===== src/design/dcbf_pkg.sv =====
// dcbf_pkg: shared types and constants for the DC blocking filter.
// Depends on nothing; used by dc_blocking_filter.
package dcbf_pkg;

  // Field widths
  localparam int unsigned DataW    = 32;
  localparam int unsigned ChW      = 2;
  localparam int unsigned CfgIdxW  = 3;
  localparam int unsigned CfgDataW = 32;

  // Default channel count and number of coefficient registers
  localparam int unsigned NumChannelsDef = 4;
  localparam int unsigned NumCoefs       = 4;

  // Sample format codes
  typedef enum logic [1:0] {
    Fmt16 = 2'd0,
    Fmt24 = 2'd1,
    Fmt32 = 2'd2
  } fmt_e;

  // Register indexes of the configuration port
  typedef enum logic [CfgIdxW-1:0] {
    RegSampleFormat = 3'd0,
    RegCoefCh0      = 3'd1,
    RegCoefCh1      = 3'd2,
    RegCoefCh2      = 3'd3,
    RegCoefCh3      = 3'd4
  } cfg_reg_e;

endpackage


===== src/design/dcbf_ram.sv =====
// dcbf_ram: generic single-write, single-read RAM with registered read data.
// No dependencies. Read data holds when no read is issued.
module dcbf_ram #(
  parameter int unsigned Width = 64,
  parameter int unsigned Depth = 4,
  parameter int unsigned AddrW = (Depth > 1) ? $clog2(Depth) : 1
) (
  input  logic             clk_i,
  input  logic             we_i,
  input  logic [AddrW-1:0] waddr_i,
  input  logic [Width-1:0] wdata_i,
  input  logic             re_i,
  input  logic [AddrW-1:0] raddr_i,
  output logic [Width-1:0] rdata_o
);

  logic [Width-1:0] mem_q [Depth];
  logic [Width-1:0] rdata_q;

  // Write port
  always_ff @(posedge clk_i) begin
    if (we_i) begin
      mem_q[waddr_i] <= wdata_i;
    end
  end

  // Read port, old data on a same-address collision
  always_ff @(posedge clk_i) begin
    if (re_i) begin
      rdata_q <= mem_q[raddr_i];
    end
  end

  assign rdata_o = rdata_q;

endmodule


===== src/design/dc_blocking_filter.sv =====
// dc_blocking_filter: per-channel first-order DC blocking filter, top level.
// Depends on dcbf_pkg and dcbf_ram.
//
//   Channel   Handshake                  Payload
//   input     in_valid_i / in_stall_o    channel_i, sample_in_i, period_end_i
//   output    out_valid_o / out_stall_i  channel_out_o, sample_out_o, period_end_out_o
//   config    cfg_we_i (write only)      cfg_index_i, cfg_data_i
//
// One transaction per cycle while neither out_stall_i nor a same-channel wait
// holds it; an accepted input moves through the stage 1, stage 2 and output
// registers in that order. A transaction on the same channel as the one
// directly ahead of it waits in stage 1: the state RAM read-modify-write loop
// spans the multiplier register and the writeback stage. Reset clears control
// and a valid flag per channel; an unwritten state entry reads as zero, so
// there is no clearing pass. out_stall_i backs up through the pipeline into in_stall_o in the same cycle.
module dc_blocking_filter #(
  parameter int unsigned NumChannels = dcbf_pkg::NumChannelsDef
) (
  input  logic                                clk_i,
  input  logic                                rst_ni,
  // Input channel
  input  logic                                in_valid_i,
  output logic                                in_stall_o,
  input  logic [dcbf_pkg::ChW-1:0]            channel_i,
  input  logic signed [dcbf_pkg::DataW-1:0]   sample_in_i,
  input  logic                                period_end_i,
  // Output channel
  output logic                                out_valid_o,
  input  logic                                out_stall_i,
  output logic [dcbf_pkg::ChW-1:0]            channel_out_o,
  output logic signed [dcbf_pkg::DataW-1:0]   sample_out_o,
  output logic                                period_end_out_o,
  // Configuration
  input  logic                                cfg_we_i,
  input  logic [dcbf_pkg::CfgIdxW-1:0]        cfg_index_i,
  input  logic [dcbf_pkg::CfgDataW-1:0]       cfg_data_i
);

  localparam int unsigned AddrW = (NumChannels > 1) ? $clog2(NumChannels) : 1;
  localparam int unsigned DW    = dcbf_pkg::DataW;
  localparam int unsigned WordW = 2 * DW;

  // Configuration registers
  dcbf_pkg::fmt_e           fmt_q;
  logic signed [DW-1:0]     coef_q [dcbf_pkg::NumCoefs];

  always_ff @(posedge clk_i or negedge rst_ni) begin
    if (!rst_ni) begin
      fmt_q <= dcbf_pkg::Fmt16;
      for (int i = 0; i < int'(dcbf_pkg::NumCoefs); i++) begin
        coef_q[i] <= '0;
      end
    end else if (cfg_we_i) begin
      unique case (cfg_index_i) inside
        dcbf_pkg::RegSampleFormat: begin
          fmt_q <= dcbf_pkg::fmt_e'(cfg_data_i[1:0]);
        end
        dcbf_pkg::RegCoefCh0, dcbf_pkg::RegCoefCh1,
        dcbf_pkg::RegCoefCh2, dcbf_pkg::RegCoefCh3: begin
          coef_q[2'(cfg_index_i - dcbf_pkg::RegCoefCh0)] <= cfg_data_i;
        end
        default: begin
        end
      endcase
    end
  end

  // Pipeline registers
  logic                   s1_v_q, s1_ok_q, s1_pe_q, s1_rv_q, s1_fv_q;
  logic [1:0]             s1_ch_q;
  logic signed [DW-1:0]   s1_x_q;
  logic [WordW-1:0]       s1_fd_q;

  logic                   s2_v_q, s2_ok_q, s2_pe_q;
  logic [1:0]             s2_ch_q;
  logic signed [DW-1:0]   s2_x_q;
  logic signed [DW:0]     s2_diff_q;
  logic signed [34:0]     s2_prod_q;

  logic                   out_v_q, out_pe_q;
  logic [1:0]             out_ch_q;
  logic signed [DW-1:0]   out_y_q;

  logic [NumChannels-1:0] vld_q;

  // Handshake and pipeline advance
  logic in_acc, adv1, adv2, s2_free, hazard, wr_en;
  logic in_ok;
  logic [AddrW-1:0] addr_in;

  assign in_ok   = int'(channel_i) < int'(NumChannels);
  assign addr_in = AddrW'(channel_i);

  assign adv2       = s2_v_q & (~out_v_q | ~out_stall_i);
  assign s2_free    = ~s2_v_q | adv2;
  assign hazard     = s2_v_q & s2_ok_q & (s1_ch_q == s2_ch_q);
  assign adv1       = s1_v_q & s2_free & ~hazard;
  assign in_stall_o = s1_v_q & ~adv1;
  assign in_acc     = in_valid_i & ~in_stall_o;
  assign wr_en      = adv2 & s2_ok_q;

  // Input alignment to Q1.31
  logic signed [DW-1:0] x_in;

  always_comb begin
    unique case (fmt_q)
      dcbf_pkg::Fmt16: x_in = {sample_in_i[15:0], 16'h0000};
      dcbf_pkg::Fmt24: x_in = {sample_in_i[23:0], 8'h00};
      default:         x_in = sample_in_i;
    endcase
  end

  // State RAM: {prev_input, prev_output} per channel
  logic [WordW-1:0] ram_rdata, wr_data;
  logic signed [DW-1:0] s2_y;

  assign wr_data = {s2_x_q, s2_y};

  dcbf_ram #(
    .Width (WordW),
    .Depth (NumChannels),
    .AddrW (AddrW)
  ) u_state_ram (
    .clk_i   (clk_i),
    .we_i    (wr_en),
    .waddr_i (AddrW'(s2_ch_q)),
    .wdata_i (wr_data),
    .re_i    (in_acc),
    .raddr_i (addr_in),
    .rdata_o (ram_rdata)
  );

  // Stage 1: operand select with forwarding, multiply, difference
  logic [WordW-1:0]       s1_state;
  logic signed [DW-1:0]   s1_xp, s1_yp, s1_coef;
  logic signed [WordW-1:0] s1_prod;
  logic signed [DW:0]     s1_diff;

  assign s1_state = s1_fv_q ? s1_fd_q : (s1_rv_q ? ram_rdata : '0);
  assign s1_xp    = s1_state[WordW-1:DW];
  assign s1_yp    = s1_state[DW-1:0];
  assign s1_coef  = coef_q[s1_ch_q];
  assign s1_prod  = s1_coef * s1_yp;
  assign s1_diff  = (DW+1)'(s1_x_q) - (DW+1)'(s1_xp);

  // Stage 2: round product Q61 -> Q31, accumulate, saturate
  logic signed [35:0] s2_rnd_t, s2_acc;
  logic signed [34:0] s2_rnd;

  assign s2_rnd_t = 36'(s2_prod_q) + 36'sd1;
  assign s2_rnd   = $signed(s2_rnd_t[35:1]);
  assign s2_acc   = 36'(s2_diff_q) + 36'(s2_rnd);

  always_comb begin
    if ((&s2_acc[35:31]) | ~(|s2_acc[35:31])) begin
      s2_y = s2_acc[31:0];
    end else if (s2_acc[35]) begin
      s2_y = 32'sh8000_0000;
    end else begin
      s2_y = 32'sh7fff_ffff;
    end
  end

  // Control registers
  always_ff @(posedge clk_i or negedge rst_ni) begin
    if (!rst_ni) begin
      s1_v_q  <= 1'b0;
      s1_fv_q <= 1'b0;
      s1_rv_q <= 1'b0;
      s2_v_q  <= 1'b0;
      out_v_q <= 1'b0;
      vld_q   <= '0;
    end else begin
      if (in_acc) begin
        s1_v_q  <= 1'b1;
        s1_rv_q <= in_ok & vld_q[addr_in];
        s1_fv_q <= wr_en & (s2_ch_q == channel_i);
      end else begin
        if (adv1) s1_v_q <= 1'b0;
        if (wr_en && (s2_ch_q == s1_ch_q)) s1_fv_q <= 1'b1;
      end
      if (adv1) begin
        s2_v_q <= 1'b1;
      end else if (adv2) begin
        s2_v_q <= 1'b0;
      end
      if (adv2) begin
        out_v_q <= 1'b1;
      end else if (!out_stall_i) begin
        out_v_q <= 1'b0;
      end
      if (wr_en) begin
        vld_q[AddrW'(s2_ch_q)] <= 1'b1;
      end
    end
  end

  // Payload registers
  always_ff @(posedge clk_i) begin
    if (in_acc) begin
      s1_ch_q <= channel_i;
      s1_ok_q <= in_ok;
      s1_pe_q <= period_end_i;
      s1_x_q  <= x_in;
    end
    // forwarded write data for the item entering or waiting in stage 1
    if (wr_en && ((in_acc && (s2_ch_q == channel_i)) ||
                  (!in_acc && (s2_ch_q == s1_ch_q)))) begin
      s1_fd_q <= wr_data;
    end
    if (adv1) begin
      s2_ch_q   <= s1_ch_q;
      s2_ok_q   <= s1_ok_q;
      s2_pe_q   <= s1_pe_q;
      s2_x_q    <= s1_x_q;
      s2_diff_q <= s1_diff;
      s2_prod_q <= s1_prod[63:29];
    end
    if (adv2) begin
      out_ch_q <= s2_ch_q;
      out_pe_q <= s2_pe_q;
      out_y_q  <= s2_ok_q ? s2_y : '0;
    end
  end

  // Output rounding to the format width and saturation
  logic signed [17:0] t16;
  logic signed [16:0] r16;
  logic signed [15:0] q16;
  logic signed [25:0] t24;
  logic signed [24:0] r24;
  logic signed [23:0] q24;

  assign t16 = 18'($signed(out_y_q[31:15])) + 18'sd1;
  assign r16 = $signed(t16[17:1]);
  assign t24 = 26'($signed(out_y_q[31:7])) + 26'sd1;
  assign r24 = $signed(t24[25:1]);

  always_comb begin
    if (r16[16] == r16[15]) begin
      q16 = r16[15:0];
    end else begin
      q16 = r16[16] ? 16'sh8000 : 16'sh7fff;
    end
    if (r24[24] == r24[23]) begin
      q24 = r24[23:0];
    end else begin
      q24 = r24[24] ? 24'sh80_0000 : 24'sh7f_ffff;
    end
  end

  always_comb begin
    unique case (fmt_q)
      dcbf_pkg::Fmt16: sample_out_o = DW'(q16);
      dcbf_pkg::Fmt24: sample_out_o = DW'(q24);
      default:         sample_out_o = out_y_q;
    endcase
  end

  assign out_valid_o      = out_v_q;
  assign channel_out_o    = out_ch_q;
  assign period_end_out_o = out_pe_q;

endmodule

===== config.mk =====
export PLATFORM = sky130hd
export DESIGN_NAME = dc_blocking_filter
export DESIGN_NICKNAME = d
export VERILOG_FILES = /design/src/design/dcbf_pkg.sv /design/src/design/dcbf_ram.sv /design/src/design/dc_blocking_filter.sv
export SDC_FILE = /design/constraint.sdc
export NUM_CORES = 2
export LEC_CHECK = 0
export BUFFER_PORTS_ARGS = -buffer_cell sky130_fd_sc_hd__buf_2
export CAP_MARGIN = 0
export CORE_MARGIN = 5
export CORE_UTILIZATION = 65
export DETAILED_ROUTE_END_ITERATION = 10
export PLACE_DENSITY = 0.82
export SYNTH_ARGS = -nofsm -noshare
export SYNTH_HDL_FRONTEND = slang
export SYNTH_SLANG_ARGS = --single-unit

===== constraint.sdc =====
create_clock -name clk_i -period 22.3 [get_ports clk_i]
set_input_delay 4.46 -clock clk_i [delete_from_list [all_inputs] [get_ports clk_i]]
set_output_delay 4.46 -clock clk_i [all_outputs]
set_load 0.02 [all_outputs]

==> key figures <==
STA
  – Slew headroom: roughly 9.2%
  – Clock period minus worst slack: ~12,000 ps
  – Pins Over Slew Limit: 0
  – Setup TNS: 0 ps
  – FMAX: 0.0860 GHz
  – Worst setup margin: around 11,000 ps
  – Clock Skews: around 47 ps
  – Final number of hold-violating endpoints: 0
  – Setup-failing EPs final: 0
  – Slew @ Worst Pin: roughly 1400 ps
  – Final period util: a little over half
  – RSZ-0062 raised after global routing: no

Yosys
  – Top-count cell post-synth: fa_1
  – Yosys warns: 0
  – Synth Flop Type: edfxtp_1
  – Synth area leader: fa_1
  – Synth area leaders: fa_1, edfxtp_1, inv_1, dfrtp_1, ha_1
  – EDFF count, synth: between 500 and 600
  – Top cell type's share of synthesized area: 33.4%
  – Net count after synthesis: 7,179
  – Syn Area/Cell: approximately 11 um2
  – Post-synth ARST share: 20.0%
  – #FFs+latches synth: 696
  – Cell variety after synth: 77
  – Post-Syn Instances: roughly 5,800
  – Synthesized area: 64,900 um2
  – Seq/Total Area, Yosys: about 31%
  – Post-synth top cells: fa_1, inv_1, nor2_1

Worst setup path
  – Slowest-stage cell, CP: a22o_1
  – Worst EP arrival: between 10,000 and 15,000 ps
  – CP Capture Type: flip-flop
  – Worst endpoint required time: roughly 23,000 ps
  – Family with the most delay on the worst path: adder cells
  – Crit-path most repeated cell: fa_1
  – Worst path bufs/invs: 6
  – CP max stage delay: 960 ps
  – Startpoint types: flip-flop
  – CP Class: reg2reg
  – Crit path max fanout: 54

Final layout
  – Post-Layout Cell Count: about 7,000
  – Final #Nets: between 7,000 and 8,000
  – Synthesis-to-finish area growth: 6.88%
  – Ratio of cells with drive above 1 in the final layout: between 10% and 20%

Clock network
  – Root Buffer: clkbuf_16
  – Post-CTS Setup Inserts: 0
  – # resized after CTS: 0
  – CTS tree: yes
  – H-tree level count: 3
  – Total clock buffers created by CTS: 67
  – Clock Latency Late Sink: approximately 650 ps
  – Clock buffer depth: 3
  – Clock slew at reported path FFs: 70 ps
  – Post-CTS Hold Buffers: 0
  – Sink Count: 696

Place
  – Pre-CTS WS: approximately 11,000 ps
  – Number of buffers inserted by port buffering: approximately 110
  – Final HPWL DP: around 130,000 um
  – GP Congestion: about 1
  – Placed insts: about 7,000

Floorplanning
  – Num rows: 116
  – Placeable Area: about 100,000 um2
  – Chip height: between 300 and 400 um
  – Initial core utilization: approximately two thirds
  – Die area: roughly 110,000 um2
  – Io pins: 112
  – Die Wd: around 330 um

GRT
  – GRT Overall Usage: ~34%
  – Number of global-route vias before repair: around 48,000
  – GRT overflow: 0
  – Initial antenna violation count: 2
  – First-pass GRT wire length: 278,000 um
  – Pin count of the biggest net entering global routing: 85

Run status
  – Status: finished, final reports clean

Drt
  – WL final: approximately 180,000 um
  – Initial drt markers: between 4,000 and 5,000
  – Post-route ant nets: 0
  – DR WL/cell: approximately 25 um
  – Vias: about 45,000
  – Post-DR vias/cell: approximately 6.3
  – Remaining DRCs: 0
  – Pre-antenna DRT Iters: 6

Min path
  – Worst Hold Class: reg2reg

Flow run
  – Max_cap viols: 0
==> path summary, 6_finish.rpt <==
path                            startpoint          endpoint  slack, ps  cells past startpoint
worst max-delay path               s1_fv_q     s2_prod_q[27]      10670                     28
worst min-delay path               s2_pe_q  period_end_out_o        420                      0
worst max register to register     s1_fv_q     s2_prod_q[27]      10670                     28
worst min register to register     s2_pe_q  period_end_out_o        420                      0
max in group asynchronous           rst_ni           s1_fv_q      17040                      2
min in group asynchronous           rst_ni        coef_q[85]       3830                      1
==> stage by stage <==
| stage | hold WS (ps) | util [%] | cell area [um2] |
|---|---|---|---|
| 3_5_place_dp | 410 | 67.3 | 67000 |
| 6_report | 423 | 69.7 | 69400 |
| 4_1_cts | 420 | 69.7 | 69300 |
| 5_1_grt | 446 | 69.7 | 69400 |
| 2_1_floorplan | 400 | - | 64900 |
| 3_3_place_gp | 402 | 67.3 | 67000 |
==> cell type report <==
class	instances	area, um2
Clock inverter	40	562
Timing Repair Buffer	212	1330
Antenna cell	2	5.00
Multi-Input combinational cell	3817	40100
Fill cell	6670	30200
Sequential cell	696	20200
Inverter	991	3720
Clock buffer	81	1780
Tap cell	1298	1620
==> logic make-up after synthesis <==
logic type	after synthesis	synth area share [%]
adders and majority gates	1337	38.3
muxes	279	5.89
xor gates and xnor gates	166	2.24
and+or+nand+nor	1471	9.21
AOI/OAI and AO/OA	564	5.92
DFF	696	31.1
buffers and inverters	1254	7.30
==> flip-flops by register name, indices dropped and copies added (netlist names), 4 cells and up <==
name and flops:
coef_q 128, out_y_q 32, s1_fd_q 64, s1_x_q 32, s2_diff_q 33, s2_prod_q 35, s2_x_q 32, u_state_ram.mem_q 256
u_state_ram.rdata_o 64, vld_q 4
==> per-layer routing <==
layer  GRT usage, %  routed length [um]
met1           43.4               61600
met2           55.6               84200
met3           7.98               19700
met4           18.4               12300
met5              0                   0
==> cell usage in the layout, fill, tap and decap left out, drive strengths merged, types with 16 or more instances in the layout <==
cell type	count
mux4	66
xnor2	110
buf	212
o221ai	16
mux2i	50
o21ai	137
and2	19
ha	254
nand4	18
a21o	59
a22o	36
nor2	642
nand3	41
edfxtp	557
fa	1083
a22oi	60
clkbuf	81
clkinv	23
mux2	163
a21oi	99
xor2	56
nand2	632
and3	33
inv	994
nor3	27
o21bai	19
dfrtp	139
o21a	43
Power is not shown: default switching activity piles up to over one toggle a cycle in this logic, so the estimate is an artifact.
